## config.mk

```make
export PLATFORM = sky130hd
export DESIGN_NAME = rpb_queue
export DESIGN_NICKNAME = d
export VERILOG_FILES = /design/src/design/rpb_pkg.sv /design/src/design/rpb_queue.sv
export SDC_FILE = /design/constraint.sdc
export NUM_CORES = 1
export LEC_CHECK = 0
export BUFFER_PORTS_ARGS = -buffer_cell sky130_fd_sc_hd__buf_2
export CORE_MARGIN = 2
export CORE_UTILIZATION = 43
export CTS_CLUSTER_SIZE = 14
export DETAILED_ROUTE_END_ITERATION = 7
export HOLD_SLACK_MARGIN = 0.15
export PLACE_DENSITY = 0.78
export SYNTH_ARGS = -nofsm -noshare
export SYNTH_HDL_FRONTEND = slang
export SYNTH_SLANG_ARGS = --single-unit
```

## constraint.sdc

```tcl
create_clock -name clk_i -period 9.75 [get_ports clk_i]
set_clock_uncertainty 0.05 [all_clocks]
set_input_delay 0.4875 -clock clk_i [delete_from_list [all_inputs] [get_ports clk_i]]
set_output_delay 0.4875 -clock clk_i [all_outputs]
set_load 0.02 [all_outputs]
```

## src/design/rpb_pkg.sv

```systemverilog
// ----------------------------------------------------------------------------
// rpb_pkg
// Shared types and constants for the palette pixel blitter.
// ----------------------------------------------------------------------------
package rpb_pkg;

  localparam int PALETTE_ENTRIES = 256;
  localparam int COORD_WIDTH     = 12;
  localparam int PAL_AW          = (PALETTE_ENTRIES > 1) ? $clog2(PALETTE_ENTRIES) : 1;
  localparam int PAL_CNT_W       = 9;
  localparam int EDGE_W          = 12;
  localparam int CLIP_W          = 13;
  localparam int CMP_W           = ((COORD_WIDTH > CLIP_W) ? COORD_WIDTH : CLIP_W) + 1;
  localparam int CFG_IDX_W       = 3;
  localparam int CFG_DATA_W      = 32;
  localparam int RGB_W           = 24;

  // queue depths, powers of two
  localparam int MID_DEPTH = 2;
  localparam int MID_AW    = $clog2(MID_DEPTH);
  localparam int OUT_DEPTH = 4;
  localparam int OUT_AW    = $clog2(OUT_DEPTH);
  localparam int OUT_CNT_W = OUT_AW + 1;

  localparam logic [31:0] ALPHA_OPAQUE = 32'hFF00_0000;
  localparam logic [31:0] RGB_MASK     = 32'h00FF_FFFF;

  localparam logic [CLIP_W-1:0]    CLIP_RESET  = CLIP_W'(4096);
  localparam logic [PAL_CNT_W-1:0] COUNT_RESET = PAL_CNT_W'(256);

  typedef enum logic [1:0] {
    MODE_INDEXED = 2'd0,
    MODE_COPY8   = 2'd1,
    MODE_COPY32  = 2'd2,
    MODE_NONE    = 2'd3
  } mode_e;

  typedef enum logic {
    CMD_PALETTE = 1'b0,
    CMD_PIXEL   = 1'b1
  } command_e;

  typedef enum logic [CFG_IDX_W-1:0] {
    REG_BLIT_MODE     = 3'd0,
    REG_KEY_ENABLE    = 3'd1,
    REG_KEY_VALUE     = 3'd2,
    REG_CLIP_LEFT     = 3'd3,
    REG_CLIP_TOP      = 3'd4,
    REG_CLIP_WIDTH    = 3'd5,
    REG_CLIP_HEIGHT   = 3'd6,
    REG_PALETTE_COUNT = 3'd7
  } reg_e;

  typedef enum logic [1:0] {
    OP_PAL_WRITE = 2'd0,
    OP_LOOKUP    = 2'd1,
    OP_DIRECT    = 2'd2,
    OP_SKIP      = 2'd3
  } op_e;

  typedef struct packed {
    mode_e                 mode;
    logic                  key_en;
    logic [31:0]           key;
    logic [EDGE_W-1:0]     left;
    logic [EDGE_W-1:0]     top;
    logic [CLIP_W-1:0]     width;
    logic [CLIP_W-1:0]     height;
    logic [PAL_CNT_W-1:0]  pal_count;
  } cfg_t;

  typedef struct packed {
    op_e                   op;
    logic [7:0]            index;
    logic                  hit;
    logic [31:0]           value;
    logic [COORD_WIDTH-1:0] x;
    logic [COORD_WIDTH-1:0] y;
  } cmd_t;

  typedef struct packed {
    logic                   we;
    logic [COORD_WIDTH-1:0] x;
    logic [COORD_WIDTH-1:0] y;
    logic [31:0]            value;
  } result_t;

  typedef struct packed {
    logic [OUT_CNT_W-1:0] count;
    logic                 busy;
  } bk_status_t;

endpackage

```

## src/design/rpb_queue.sv

```systemverilog
// ----------------------------------------------------------------------------
// rpb_queue
// Short command queue between the front and back parts.
// ----------------------------------------------------------------------------
module rpb_queue import rpb_pkg::*; (
  input  logic clk_i,
  input  logic rst_ni,
  input  logic push_valid_i,
  output logic push_ready_o,
  input  cmd_t push_data_i,
  output logic pop_valid_o,
  input  logic pop_ready_i,
  output cmd_t pop_data_o
);

  cmd_t              mem_q [MID_DEPTH];
  logic [MID_AW-1:0] wr_ptr_q, wr_ptr_d, rd_ptr_q, rd_ptr_d;
  logic [MID_AW:0]   count_q, count_d;
  logic              push, pop;

  assign push_ready_o = count_q < (MID_AW + 1)'(MID_DEPTH);
  assign pop_valid_o  = count_q != '0;
  assign pop_data_o   = mem_q[rd_ptr_q];
  assign push         = push_valid_i && push_ready_o;
  assign pop          = pop_valid_o && pop_ready_i;

  always_comb begin
    wr_ptr_d = push ? wr_ptr_q + MID_AW'(1) : wr_ptr_q;
    rd_ptr_d = pop ? rd_ptr_q + MID_AW'(1) : rd_ptr_q;
    count_d  = count_q + (MID_AW + 1)'(push) - (MID_AW + 1)'(pop);
  end

  always_ff @(posedge clk_i or negedge rst_ni) begin
    if (!rst_ni) begin
      wr_ptr_q <= '0;
      rd_ptr_q <= '0;
      count_q  <= '0;
    end else begin
      wr_ptr_q <= wr_ptr_d;
      rd_ptr_q <= rd_ptr_d;
      count_q  <= count_d;
    end
  end

  always_ff @(posedge clk_i) begin
    if (push) begin
      mem_q[wr_ptr_q] <= push_data_i;
    end
  end

endmodule

```

==> results list <==
* Result of the run: finished with violations
* Failing checks: DRC
- Hold buffer count at cts: 1
- Clock buffer count from CTS: 17
- Clock edge transition at the registers on the reported setup and hold paths: 0.06 ns
- Pin placement for this block handled 140 I/O pins.
* # setup viols final: 0
* Primary FF master, synth: sky130_fd_sc_hd__edfxtp_1
- Area of the placeable core: 11500 µm²
- Synthesized-area fraction occupied by and/or/nand/nor cells: 0.00781
- Number of antenna diodes: 0
- Summed over all layers, the routed wires come to 8.95 mm.
- In the final layout, flip-flops and latches occupy 4130 µm².
- Slew at the pin closest to its max-slew limit: 1.02 ns
- First-pass GRT wire length: 13.8 mm
- Count of maximum capacitance violations: 0
- Fin crit share: 0.274
* Area of the multi-input gates: 936 µm²
- Of the synthesized area, sequential elements account for 0.804.
- For this run, the post-layout net count is about 450.
- Cell class contributing the biggest share of worst-path delay: flip-flops
* Total Die Area: roughly 13000 µm²
* Antenna Nets Post-Route: 0
- Largest family of logic cells by synthesized area: multiplexers
- Dividing the detail-routed via count by the number of cells gives 4.83.
- Yosys printed 0 warnings.
- Data arrives at the worst endpoint at approximately 2.1 ns.
* Ordered list of cells on the worst path: mux2_2 > buf_2
* Placement Setup Slack: 7.16 ns
- The slowest stage of the critical path is the sky130_fd_sc_hd__dfrtp_4 cell.
* Placer Congestion: 0.674
- Peak supply drop: 0.179 mV
- Die Width: 113 µm
- Height of the chip: between 100 and 150 µm
- Mean routed wirelength per cell: 16.6 µm
* Via count of the first global-routing pass: 2848
- IO buf count: around 140
- Via Count: 2600
- Worst Slack Setup Final: just over 7 ns
- Summed over all failing endpoints, the final setup total negative slack is 0 ns.
* Count of standard-cell rows: 39
* Post-Synth XOR/XNOR Area: 0.00512
- Overall power of the completed layout: 2.06 mW
- Derived from the worst setup path, the maximum achievable clock frequency is between 0.3 and 0.4 GHz.
* Startpoint-to-endpoint class of the critical path: flop to output pin
- In this run, post-CTS repair resized a total of 0 instances.
- The mapped netlist covers between 5000 and 6000 µm².
- After the first detailed-routing iteration, the DRC count stood at 169.
- The clock drives around 140 sinks.
- At the later pin of the worst-skew pair, clock insertion delay measures 0.41 ns.
* Crit path largest cell delay: between 1 and 1.5 ns
* Remaining routing DRC violations: 10
* Worst-case headroom to the max-slew limit: 0.322
- Startpoint types: flop
* Multiplexer share of the synthesized area: 0.162
- Dividing total power by cell area gives a power density of 316 nW/µm².
* Pre-Repair DR Iteration Count: 7
* Worst path buffer plus inverter count: 1
* Filler Cells Inserted: 897
- Counting every net in the synthesized netlist gives 301.
* Leading post-synthesis cells by cell area: sky130_fd_sc_hd__edfxtp_1 78%, sky130_fd_sc_hd__mux2_2 10%, sky130_fd_sc_hd__mux2_4 5.9%
- In the synthesized netlist, the cells that appear most often are 134 x sky130_fd_sc_hd__edfxtp_1, 47 x sky130_fd_sc_hd__mux2_2, 20 x sky130_fd_sc_hd__mux2_4.
* Data required time at the worst endpoint: roughly 9 ns
- The clock period could shrink to approximately 2.7 ns.
- The root buffer cell chosen for the clock tree is sky130_fd_sc_hd__clkbuf_16.
- The number of antenna violations at the first check in global routing is 0.
- Counting along the longest clock path gives a buffer depth of 2.
- In the final layout, the share of cells above drive strength 1 is 0.597.
- Entering global routing, the biggest net connects 69 pins.
- Number of synthesized register bits: 138
- Signed area change from the synthesized netlist to the final layout: 27.0%
* Top cell type's share of synthesized area: 0.785
* Final-report hold violation count: 0
- Capturing element type of the critical path: output pin
* Gate count after technology mapping: around 230
* Hold WC Path Type: input port to flop
- The compound-gate portion of the synthesized area is 0.00366.
- By instance count, the leading cell after synthesis is sky130_fd_sc_hd__edfxtp_1.
- Setup repair after global routing missed its margin: no
* Distinct cell type count after synthesis: 18
- In this run, synthesis inferred 134 flip-flops with an integrated enable.
- For this run, asynchronously set or reset flops after synthesis account for 0.0290.
* Maximum fanout encountered on the critical timing path: roughly 70
- Of the total synthesized cell area, the portion taken by full adders, half adders and majority gates is 0.00244.
* Static Leakage: 2.50 nW
- For this configuration, the core starts out at a cell density of 0.445.
- The H-tree generated during clock tree synthesis spans 4 levels.
- The total overflow left after global routing is 0.
* Total routing usage reported by global routing: 0.146
* TritonCTS clock tree: yes
- Count of placed standard cells in the final layout, fillers left out: 538
- The biggest area contributor in the post-synthesis netlist is sky130_fd_sc_hd__edfxtp_1.
- The wire-length estimate of the detail-placed layout is approximately 5.4 mm.
- Placed Cells: 505
- The number of setup buffers added after CTS is 0.
- Count of final max-slew check failures: 0
- In this run the mean area of a mapped cell was 22.4 µm².
per-layer routing:
| layer | track usage | wire (µm) | vias to the layer above |
|---|---|---|---|
| met2 | 0.251 | 4560 | 99 |
| met1 | 0.157 | 3610 | 1285 |
| met4 | 0.0561 | 97 | 0 |
| li1 | - | - | 1206 |
| met5 | 0 | 0 | - |
| met3 | 0.0670 | 680 | 10 |
cell type report:
cell class	count	share of cell area
Tap cell	143	0.0275
Inverter	1	0.000576
Multi-Input combinational cell	82	0.144
Sequential cell	138	0.634
Timing Repair Buffer	142	0.111
Clock buffer	22	0.0682
Clock inverter	10	0.0156
flip-flops by register name, summed over array words and instances, names as in the netlist:
register / count
wr_ptr_q: 1
count_q: 2
mem_q: 134
rd_ptr_q: 1
path summary, 6_finish.rpt:
kind	slack, ns	start	cells past startpoint	to
setup / recovery	7.07	rd_ptr_q	2	pop_data_o[14]
hold / removal	0.21	push_data_i[46]	1	mem_q[1][46]
min in group asynchronous	0.38	rst_ni	2	count_q[1]
hold reg to reg	0.48	count_q[0]	1	count_q[0]
max in group asynchronous	9.13	rst_ni	2	rd_ptr_q
setup reg to reg	7.30	count_q[1]	4	mem_q[0][20]
layout by cell type, fill, tap and decap left out, drive strengths merged:
cell and instances:
clkinvlp 2, and3 1, and2 1, or2 1, nor2 2, bufinv 2
edfxtp 134, nand2 2, clkbuf 22, o21ai 2, dlygate4sd3 1, inv 1
dfrtp 4, mux2 67, xnor2 3, a2bb2oi 1, clkinv 6, buf 141
ha 1, nor2b 1
per-stage QoR:
stage	cell area, µm²	hold WS [ns]	utilization
global placement	5960	0.247	0.517
finish	6510	0.212	0.566
detailed placement	5960	0.249	0.517
CTS	6510	0.190	0.566
floorplan	5130	0.142	-
global route	6510	0.187	0.566
logic make-up after synthesis:
group	Yosys count
xor gates and xnor gates	3
muxes	67
AOI/OAI and AO/OA	3
buffers and inverters	9
DFF	138
adders and majority gates	1
and+or+nand+nor	8
report_power, final:
group / leakage (nW) / switching (mW) / internal [mW]
logic: 0.955 / 0.320 / 0.260
clock network: 0.260 / 0.223 / 0.372
registers: 1.29 / 0.0904 / 0.795
worst register-to-register path, delay by kind of cell (launching register included):
| family | cells | cell delay, ns |
|---|---|---|
| flops | 1 | 0.41 |
| buf+inv | 2 | 0.71 |
| simple gates | 2 | 0.88 |
Power figures use the tool's default switching activity.
