<file path="src/design/rpb_pkg.sv">
// ----------------------------------------------------------------------------
// rpb_pkg
// Shared types and constants for the palette pixel blitter.
// ----------------------------------------------------------------------------
package rpb_pkg;

  localparam int PALETTE_ENTRIES = 256;
  localparam int COORD_WIDTH     = 12;
  localparam int PAL_AW          = (PALETTE_ENTRIES > 1) ? $clog2(PALETTE_ENTRIES) : 1;
  localparam int PAL_CNT_W       = 9;
  localparam int EDGE_W          = 12;
  localparam int CLIP_W          = 13;
  localparam int CMP_W           = ((COORD_WIDTH > CLIP_W) ? COORD_WIDTH : CLIP_W) + 1;
  localparam int CFG_IDX_W       = 3;
  localparam int CFG_DATA_W      = 32;
  localparam int RGB_W           = 24;

  // queue depths, powers of two
  localparam int MID_DEPTH = 2;
  localparam int MID_AW    = $clog2(MID_DEPTH);
  localparam int OUT_DEPTH = 4;
  localparam int OUT_AW    = $clog2(OUT_DEPTH);
  localparam int OUT_CNT_W = OUT_AW + 1;

  localparam logic [31:0] ALPHA_OPAQUE = 32'hFF00_0000;
  localparam logic [31:0] RGB_MASK     = 32'h00FF_FFFF;

  localparam logic [CLIP_W-1:0]    CLIP_RESET  = CLIP_W'(4096);
  localparam logic [PAL_CNT_W-1:0] COUNT_RESET = PAL_CNT_W'(256);

  typedef enum logic [1:0] {
    MODE_INDEXED = 2'd0,
    MODE_COPY8   = 2'd1,
    MODE_COPY32  = 2'd2,
    MODE_NONE    = 2'd3
  } mode_e;

  typedef enum logic {
    CMD_PALETTE = 1'b0,
    CMD_PIXEL   = 1'b1
  } command_e;

  typedef enum logic [CFG_IDX_W-1:0] {
    REG_BLIT_MODE     = 3'd0,
    REG_KEY_ENABLE    = 3'd1,
    REG_KEY_VALUE     = 3'd2,
    REG_CLIP_LEFT     = 3'd3,
    REG_CLIP_TOP      = 3'd4,
    REG_CLIP_WIDTH    = 3'd5,
    REG_CLIP_HEIGHT   = 3'd6,
    REG_PALETTE_COUNT = 3'd7
  } reg_e;

  typedef enum logic [1:0] {
    OP_PAL_WRITE = 2'd0,
    OP_LOOKUP    = 2'd1,
    OP_DIRECT    = 2'd2,
    OP_SKIP      = 2'd3
  } op_e;

  typedef struct packed {
    mode_e                 mode;
    logic                  key_en;
    logic [31:0]           key;
    logic [EDGE_W-1:0]     left;
    logic [EDGE_W-1:0]     top;
    logic [CLIP_W-1:0]     width;
    logic [CLIP_W-1:0]     height;
    logic [PAL_CNT_W-1:0]  pal_count;
  } cfg_t;

  typedef struct packed {
    op_e                   op;
    logic [7:0]            index;
    logic                  hit;
    logic [31:0]           value;
    logic [COORD_WIDTH-1:0] x;
    logic [COORD_WIDTH-1:0] y;
  } cmd_t;

  typedef struct packed {
    logic                   we;
    logic [COORD_WIDTH-1:0] x;
    logic [COORD_WIDTH-1:0] y;
    logic [31:0]            value;
  } result_t;

  typedef struct packed {
    logic [OUT_CNT_W-1:0] count;
    logic                 busy;
  } bk_status_t;

endpackage

</file>
<file path="src/design/rpb_front.sv">
// ----------------------------------------------------------------------------
// rpb_front
// Classifies each input beat: clip test, color key test, mode decode.
// ----------------------------------------------------------------------------
module rpb_front import rpb_pkg::*; (
  input  cfg_t                   cfg_i,
  input  logic                   command_i,
  input  logic [7:0]             entry_index_i,
  input  logic [7:0]             red_i,
  input  logic [7:0]             green_i,
  input  logic [7:0]             blue_i,
  input  logic [31:0]            source_pixel_i,
  input  logic [COORD_WIDTH-1:0] dest_x_i,
  input  logic [COORD_WIDTH-1:0] dest_y_i,
  output cmd_t                   cmd_o
);

  logic [CMP_W-1:0] x_ext, y_ext, left_ext, top_ext, right_ext, bottom_ext;
  logic             in_clip, keyed, entry_ok, src_ok;

  always_comb begin
    x_ext      = CMP_W'(dest_x_i);
    y_ext      = CMP_W'(dest_y_i);
    left_ext   = CMP_W'(cfg_i.left);
    top_ext    = CMP_W'(cfg_i.top);
    right_ext  = left_ext + CMP_W'(cfg_i.width);
    bottom_ext = top_ext + CMP_W'(cfg_i.height);
    in_clip    = (x_ext >= left_ext) && (x_ext < right_ext) &&
                 (y_ext >= top_ext) && (y_ext < bottom_ext);

    if (cfg_i.mode == MODE_COPY32) begin
      keyed = cfg_i.key_en && (source_pixel_i[23:0] == cfg_i.key[23:0]);
    end else begin
      keyed = cfg_i.key_en && (source_pixel_i[7:0] == cfg_i.key[7:0]);
    end

    entry_ok = {1'b0, entry_index_i} < PAL_CNT_W'(PALETTE_ENTRIES);
    src_ok   = ({1'b0, source_pixel_i[7:0]} < PAL_CNT_W'(PALETTE_ENTRIES)) &&
               ({1'b0, source_pixel_i[7:0]} < cfg_i.pal_count);

    cmd_o       = '0;
    cmd_o.op    = OP_SKIP;
    if (command_e'(command_i) == CMD_PALETTE) begin
      cmd_o.index = entry_index_i;
      cmd_o.value = {8'h00, red_i, green_i, blue_i};
      if (entry_ok) begin
        cmd_o.op = OP_PAL_WRITE;
      end
    end else begin
      cmd_o.x = dest_x_i;
      cmd_o.y = dest_y_i;
      if (in_clip && !keyed) begin
        case (cfg_i.mode)
          MODE_INDEXED: begin
            cmd_o.op    = OP_LOOKUP;
            cmd_o.index = source_pixel_i[7:0];
            cmd_o.hit   = src_ok;
          end
          MODE_COPY8: begin
            cmd_o.op    = OP_DIRECT;
            cmd_o.value = {24'h0, source_pixel_i[7:0]};
          end
          MODE_COPY32: begin
            cmd_o.op    = OP_DIRECT;
            cmd_o.value = source_pixel_i;
          end
          default: begin
            cmd_o.op = OP_SKIP;
          end
        endcase
      end
    end
  end

endmodule

</file>
<file path="config.mk">
export PLATFORM = sky130hd
export DESIGN_NAME = rpb_front
export DESIGN_NICKNAME = d
export VERILOG_FILES = /design/src/design/rpb_pkg.sv /design/src/design/rpb_front.sv
export SDC_FILE = /design/constraint.sdc
export NUM_CORES = 1
export LEC_CHECK = 0
export BUFFER_PORTS_ARGS = -buffer_cell sky130_fd_sc_hd__buf_2
export CAP_MARGIN = 25
export CORE_MARGIN = 5
export CORE_UTILIZATION = 49
export DETAILED_ROUTE_END_ITERATION = 8
export PLACE_DENSITY = 0.95
export SETUP_SLACK_MARGIN = 0.5
export SKIP_LAST_GASP = 1
export SYNTH_ARGS = -nofsm -noshare
export SYNTH_HDL_FRONTEND = slang
export SYNTH_SLANG_ARGS = --single-unit
</file>
<file path="constraint.sdc">
create_clock -name vclk -period 9.6
set_clock_uncertainty 0.05 [all_clocks]
set_input_delay 1.44 -clock vclk [all_inputs]
set_output_delay 1.44 -clock vclk [all_outputs]
set_load 0.05 [all_outputs]
</file>
==> flow_metrics.tcl, run 1 <==
set metrics [dict create \
    status "finished clean" \
    grt_setup_unrepaired "false" \
    placed_cell_area_mm2 0.005150 \
    io_buffers 242 \
    overflow 0 \
    rows 32 \
    hpwl_mm 12.35 \
    clkbuf_count 0 \
    ant_nets 0 \
    antenna_found_initial 2 \
    worstPathCellList "buf_2, ha_1, a211o_1, o211ai_1, a21boi_0, nor2_1, o21bai_1, a21oi_1, xor2_1, ha_1, a211oi_1, nor2_1, nor4_1, o21ai_0, o211ai_1, o21ai_4, buf_4, nor3_1, buf_2" \
    cts_resized 0 \
    die_area_mm2 0.009874 \
    nFillCells 652 \
    via_per_inst 5.853 \
    finalNonFillerCells 835 \
    syn_nets 775 \
    postCtsHoldBufs 0 \
    maxSlewHeadroom 0.4727 \
    multiInputGateArea_mm2 0.003493 \
    tightest_slew_ns 0.7711 \
    p_leak_nw 2.826 \
    final.period_utilization 0.7077 \
    yosysUniqueCellTypes 51 \
    min_path_type "input port to output pin" \
    syn_inst 510 \
    irDropWorstVdd_uv 31.75 \
    synth-warning-count 0 \
    placed_cells 830 \
    grt_max_degree 100 \
    die_width_um 99.37 \
    syn_to_final_growth_pct 32.99 \
    avgSynthCellArea_um2 7.674 \
    cp-start-kind "input port" \
    grt_pass1_wl_mm 22.94 \
    crit_fanout 43 \
    fmax_mhz 147.2 \
    power.density_mw_per_mm2 66.51 \
    dr_total_vias 4887 \
    seqCellArea_um2 0 \
    synth_area_mm2 0.003914 \
    synth_top_cells_by_area "ha_1, o32ai_2, nand4_1, inv_1, xor2_1" \
    die_y_um 99.37 \
    synth_top_cell_area_share 0.2558 \
    drc_errors 0 \
    switchingPower_uw 215.9 \
    final_max_slew_viol_count 0 \
    nNetsFinal 997 \
    seqPwrFrac 0 \
    design_area_mm2 0.005205 \
    crit_path_max_incr_delay_ns 0.41 \
    clkPwrFrac 0 \
    pin_count 250 \
    coreArea_mm2 0.007767 \
    gp_congestion 0.9104 \
    p_comb_frac 1.000 \
    cell_internal_pwr_uw 130.3 \
    worstPathRequired_ns 8.11 \
    grt_pass1_vias 4787 \
    nFlopsAndLatches 0 \
    cts_setup_buffers 0 \
    arrival_ns 5.30 \
    ys_seq_area_frac 0 \
    critPathKind "input port to output pin" \
    period_needed_ns 6.794 \
    critPathCaptureType "output pin" \
    routedWlPerCell_um 17.57 \
    drtIter0Drc 319 \
    wirelength_mm 14.67 \
    cp_slowest_cell "nor3_1" \
    fin_setup_tns_ns 0 \
    drive_above_1_share 0.3918 \
    hold_ws_ns 3.222 \
    max_cap_viol_count 0 \
    grt_util_all_layers 0.2753 \
    hold_viol_final 0 \
    drt_pre_antenna_iters 5 \
    synth_top_cell_by_area "ha_1" \
    initial_utilization 0.5039 \
    power.share.switching 0.6236 \
    finalSetupViolations 0 \
]
-- metal layers --
layer,GRT usage,part of all wire,vias to the layer above
li1,-,-,2350
met1,0.3250,0.37,2211
met2,0.4985,0.50,265
met3,0.03156,0.083,61
met4,0.1187,0.047,0
met5,0,0,-
-- worst paths after layout --
kind | from | end | slack [ns] | cells past startpoint
min | source_pixel_i[30] | cmd_o[54] | 3.22 | 4
max | cfg_i[10] | cmd_o[53] | 2.81 | 19
-- kinds of logic (layout without fill, tap and decap cells) --
kind of cell,Yosys count,after routing,synth area share
AOI/OAI and AO/OA,129,129,0.3028
xor gates and xnor gates,43,43,0.09623
adders and majority gates,82,82,0.2660
buffers and inverters,105,325,0.1116
muxes,2,2,0.006393
other,0,3,0
and+or+nand+nor,149,149,0.2171
-- worst max-delay path: cells and delay by family --
kind / cells / cell delay, ns
and+or+nand+nor: 4 / 0.84
adders and majority gates: 2 / 0.57
AOI/OAI and AO/OA: 9 / 1.51
xor gates and xnor gates: 1 / 0.16
buffers and inverters: 3 / 0.79
-- cell usage after synthesis, types with 2 or more instances --
cell,number
nand2_1,16
o31a_1,4
o21bai_1,5
nand2b_1,2
o32ai_2,31
clkbuf_1,18
nand3_1,7
nand4_1,47
fa_1,2
xnor2_1,10
inv_1,78
o21ai_0,22
nor3_1,12
a21o_1,11
buf_6,4
a21oi_1,24
a211oi_1,6
nor2b_1,3
o211ai_1,5
o22ai_1,2
xor2_1,33
nor4_1,8
a211o_1,2
nor2_1,17
a221oi_1,3
buf_4,3
o21a_1,3
and3_1,5
and2_1,26
ha_1,80
-- placed cells by master (no fill, tap or decap), types with 2 or more instances in the layout --
cell type    n
o32ai_2     31
and2_1      26
inv_1       78
a211o_1      2
buf_4        4
a221oi_1     3
nand3_1      7
o22ai_1      2
nor3_1      12
nand4_1     47
xnor2_1     10
diode_2      3
ha_1        80
a21oi_1     24
nor4_1       8
nand2_1     16
o21a_1       3
a21o_1      11
nand2b_1     2
o21bai_1     5
o21ai_0     22
nor2b_1      3
and3_1       5
o211ai_1     5
o31a_1       4
a211oi_1     6
xor2_1      33
nor2_1      16
fa_1         2
buf_2      241
-- power by group through the flow --
stage | combinational [mW] | sequential [mW] | clock [mW]
after floorplan | 0.240 | 0 | 0
after global placement | 0.323 | 0 | 0
after detailed placement | 0.338 | 0 | 0
after CTS | 0.339 | 0 | 0
after global routing | 0.381 | 0 | 0.0000000279
final | 0.346 | 0 | 0.0000000418
-- stage by stage --
step / setup slack [ns] / total power, mW / util
2_1_floorplan: 3.002 / 0.2401 / -
3_3_place_gp: 2.924 / 0.3232 / 0.6630
3_5_place_dp: 2.823 / 0.3377 / 0.6630
4_1_cts: 2.805 / 0.3393 / 0.6630
5_1_grt: 2.544 / 0.3807 / 0.6698
6_report: 2.806 / 0.3462 / 0.6701
-- cell type report --
cell class | count | area share
Tap cell | 102 | 0.02452
Timing Repair Buffer | 247 | 0.2466
Inverter | 78 | 0.05625
Multi-Input combinational cell | 405 | 0.6712
Antenna cell | 3 | 0.001442
Power figures use the tool's default switching activity.
==> run 2: changes to the inputs <==
- CORE_UTILIZATION: 49 -> 45
- PLACE_DENSITY: 0.95 -> 0.93
- clock period: 9.6 -> 6.3 ns (I/O delays scaled with it)
==> flow_metrics.tcl, run 2 (synthesized netlist as in run 1, its figures left out) <==
set metrics [dict create \
    final_max_slew_viol_count 0 \
    arrival_ns 4.52 \
    die_area_mm2 0.01066 \
    grt_pass1_wl_mm 20.28 \
    routedWlPerCell_um 16.71 \
    rows 34 \
    worstPathCellList "buf_2, ha_1, a211oi_1, o21bai_1, a21oi_1, o21bai_1, a21oi_1, xor2_1, ha_1, a211oi_1, nor2_1, nor4_1, o21ai_0, o211ai_1, nor2_4, buf_6, o32ai_2, buf_4" \
    min_path_type "input port to output pin" \
    fin_setup_tns_ns 0 \
    tightest_slew_ns 0.7536 \
    crit_path_max_incr_delay_ns 0.31 \
    min_from "red_i[2]" \
    die_y_um 103.3 \
    hpwl_mm 11.50 \
    critPathCaptureType "output pin" \
    final.period_utilization 0.8758 \
    gp_congestion 0.9204 \
    p_leak_nw 2.877 \
    nFillCells 757 \
    wirelength_mm 14.21 \
    min_path_cells 4 \
    final_common_cell "buf_2" \
    cp_slowest_cell "ha_1" \
    coreArea_mm2 0.008593 \
    drive_above_1_share 0.4000 \
    fin_util 0.6273 \
    syn_to_final_growth_pct 37.72 \
    grt_setup_unrepaired "true" \
    io_buffers 242 \
    min_to "cmd_o[42]" \
    critPathKind "input port to output pin" \
    switchingPower_uw 336.6 \
    seqCellArea_um2 0 \
    clkPwrFrac 0 \
    hold_viol_final 0 \
    via_per_inst 5.591 \
    ant_nets 0 \
    dr_total_vias 4752 \
    drt_pre_antenna_iters 4 \
    power.share.switching 0.6090 \
    seqPwrFrac 0 \
    worstPathRequired_ns 5.30 \
    clkbuf_count 0 \
    antenna_found_initial 1 \
    pin_count 250 \
    nNetsFinal 1007 \
    finalSetupViolations 0 \
    max_cap_viol_count 0 \
    die_width_um 103.3 \
    crit_fanout 17 \
    cell_internal_pwr_uw 216.1 \
    cp-start-kind "input port" \
    period_needed_ns 5.517 \
    final_cell_mix "buf_2, ha_1, inv_1" \
    drc_errors 0 \
    power.density_mw_per_mm2 102.5 \
    grt_max_degree 100 \
    finalPower_uw 552.7 \
    multiInputGateArea_mm2 0.003521 \
    p_comb_frac 1.000 \
    overflow 0 \
    nFlopsAndLatches 0 \
    fmax_mhz 181.2 \
    irDropWorstVdd_uv 56.00 \
    grt_pass1_vias 4588 \
    grt_util_all_layers 0.2293 \
    status "finished clean" \
    maxSlewHeadroom 0.4846 \
    drtIter0Drc 156 \
    initial_utilization 0.4554 \
]
[run 2: changes by cell type in the layout (fill, tap and decap cells not counted)]
cell,before,now
o21ai_4,1,2
nor2_4,1,2
buf_6,0,4
buf_2,241,210
buf_4,4,30
diode_2,3,2
o21ai_1,1,2
o21ai_0,22,21
clkbuf_4,0,9
[run 2: what timing repair did]
item	in CTS	in global routing
cloned	1	1
setup buffers	0	7
resized for setup	0	60
pin swaps	1	3
setup endpoints to repair	9	43
hold buffers	0	0
[run 2: power groups by stage]
| stage | clock [mW] | sequential (mW) | combinational [mW] |
|---|---|---|---|
| floorplan | 0 | 0 | 0.366 |
| global placement | 0 | 0 | 0.498 |
| detailed placement | 0 | 0 | 0.514 |
| CTS | 0 | 0 | 0.520 |
| global route | 0.0000000212 | 0 | 0.609 |
| finish | 0.0000000426 | 0 | 0.553 |
[run 2: worst max-delay path by stage]
stage	start	to	slack, ns	cells past startpoint
finish	cfg_i[23]	cmd_o[40]	0.78	18
global route	cfg_i[10]	cmd_o[40]	0.44	19
CTS	cfg_i[10]	cmd_o[37]	0.52	17
detailed placement	cfg_i[22]	cmd_o[41]	0.48	17
global placement	cfg_i[22]	cmd_o[41]	0.50	17
floorplan	cfg_i[10]	cmd_o[57]	0.69	16
[run 2: through the flow]
step	area [µm²]	setup slack [ns]	hold slack [ns]	std cells
finish	5390	0.7827	2.215	850
detailed placement	5172	0.4800	2.236	838
global route	5388	0.4423	2.234	849
global placement	5172	0.5008	2.233	838
floorplan	3914	0.6919	2.081	510
CTS	5179	0.5184	2.236	839
[run 2: worst max-delay path: cells and delay by family]
| family | cells | cell delay [ns] |
|---|---|---|
| AND/OR/NAND/NOR | 3 | 0.42 |
| XOR/XNOR | 1 | 0.18 |
| buffers and inverters | 3 | 0.62 |
| adder cells (fa/ha/maj) | 2 | 0.57 |
| AO/OA/AOI/OAI | 9 | 1.77 |
[run 2: metal layers]
layer | GRT usage | routed length, µm | part of all wire | vias up
met2 | 0.4267 | 7240 | 0.51 | 201
met1 | 0.2661 | 5381 | 0.38 | 2147
met4 | 0.07968 | 433 | 0.030 | 0
li1 | - | - | - | 2366
met3 | 0.03219 | 1149 | 0.081 | 38
met5 | 0 | 0 | 0 | -
[run 2: layout make-up]
class | count | area share
repair buffers | 255 | 0.2665
well taps | 108 | 0.02507
diodes | 2 | 0.0009285
inverters | 78 | 0.05432
multi-input cells | 407 | 0.6532
==> run 3: changes to the inputs <==
- CORE_UTILIZATION: 45 -> 49
- PLACE_DENSITY: 0.93 -> 0.95
- clock period: 6.3 -> 6.7 ns (I/O delays scaled with it)
==> flow_metrics.tcl, run 3 (synthesized netlist as in run 1, its figures left out) <==
set metrics [dict create \
    die_width_um 99.37 \
    power.density_mw_per_mm2 95.62 \
    pin_count 250 \
    fin_setup_tns_ns 0 \
    status "finished clean" \
    rows 32 \
    drtIter0Drc 219 \
    worstPathRequired_ns 5.64 \
    min_from "source_pixel_i[30]" \
    ant_nets 0 \
    cp-start-kind "input port" \
    max_cap_viol_count 0 \
    coreArea_mm2 0.007767 \
    clkbuf_count 0 \
    p_leak_nw 2.826 \
    io_buffers 242 \
    critPathKind "input port to output pin" \
    grt_max_degree 100 \
    hold_viol_final 0 \
    final_common_cell "buf_2" \
    finalPower_uw 497.7 \
    finalSetupViolations 0 \
    hpwl_mm 12.53 \
    via_per_inst 5.823 \
    grt_util_all_layers 0.2742 \
    grt_pass1_wl_mm 22.81 \
    initial_utilization 0.5039 \
    routedWlPerCell_um 17.71 \
    final_max_slew_viol_count 0 \
    final_cell_mix "buf_2, ha_1, inv_1" \
    nNetsFinal 997 \
    arrival_ns 4.89 \
    irDropWorstVdd_uv 51.20 \
    period_needed_ns 5.941 \
    cts_setup_buffers 0 \
    antenna_found_initial 2 \
    die_area_mm2 0.009874 \
    cts_resized 0 \
    tightest_slew_ns 0.7842 \
    dr_total_vias 4862 \
    crit_fanout 43 \
    min_path_type "input port to output pin" \
    placed_cell_area_mm2 0.005150 \
    drive_above_1_share 0.3918 \
    drt_pre_antenna_iters 5 \
    seqCellArea_um2 0 \
    critPathCaptureType "output pin" \
    wirelength_mm 14.79 \
    die_y_um 99.37 \
    syn_to_final_growth_pct 32.99 \
    fmax_mhz 168.3 \
    grt_setup_unrepaired "false" \
    overflow 0 \
    gp_congestion 0.9214 \
    postCtsHoldBufs 0 \
    grt_pass1_vias 4801 \
    setup.worst_path.start "cfg_i[10]" \
    final.period_utilization 0.8868 \
    maxSlewHeadroom 0.4637 \
    crit_path_end "cmd_o[53]" \
    drc_errors 0 \
    design_area_mm2 0.005205 \
    nFlopsAndLatches 0 \
]
run 3: changes by cell type in the layout (fill, tap and decap cells not counted), sizes merged:
cell,delta
nor2,-1
clkbuf,-9
o21ai,-1
buf,+1
diode,+1
run 3: worst min path at each step:
stage           endpoint  slack, ns  depth (start not counted)
3_3_place_gp   cmd_o[54]       2.35                          4
5_1_grt        cmd_o[54]       2.38                          4
2_1_floorplan  cmd_o[54]       2.20                          2
6_report       cmd_o[54]       2.35                          4
4_1_cts        cmd_o[54]       2.35                          4
3_5_place_dp   cmd_o[54]       2.35                          4
run 3: power by group:
part	switching, mW	internal [mW]	total, mW
combinational	0.310	0.187	0.498
clock	0	0.0000000600	0.0000000600
sequential	0	0	0
total	0.310	0.187	0.498
run 3: per-stage QoR:
stage               hold WS [ns]  setup slack, ns  cells    util
CTS                        2.354           0.8498    830  0.6630
floorplan                  2.201           0.9719    510       -
detailed placement         2.351           0.8667    830  0.6630
global route               2.375           0.6023    834  0.6698
global placement           2.346           0.9687    830  0.6630
finish                     2.352           0.7586    835  0.6701
run 3: layer usage:
| metal | track usage | share of wire |
|---|---|---|
| met5 | 0 | 0 |
| met4 | 0.1124 | 0.039 |
| met3 | 0.02595 | 0.077 |
| met2 | 0.5057 | 0.51 |
| met1 | 0.3216 | 0.37 |
run 3: final cells by class:
class / count / area [µm²]
Timing Repair Buffer: 247 / 1284
Inverter: 78 / 292.8
Tap cell: 102 / 127.6
Fill cell: 667 / 2562
Multi-Input combinational cell: 405 / 3493
Antenna cell: 3 / 7.507
run 3: worst max-delay path, cell delays in order:
cell and delay, ns:
buf_2 0.11, ha_1 0.30, a211o_1 0.30, o211ai_1 0.16, a21boi_0 0.14, nor2_1 0.21, o21bai_1 0.11, a21oi_1 0.18
xor2_1 0.16, ha_1 0.26, a211oi_1 0.23, nor2_1 0.07, nor4_1 0.14, o21ai_0 0.15, o211ai_1 0.18, o21ai_4 0.09
buf_4 0.33, nor3_1 0.43, buf_2 0.35
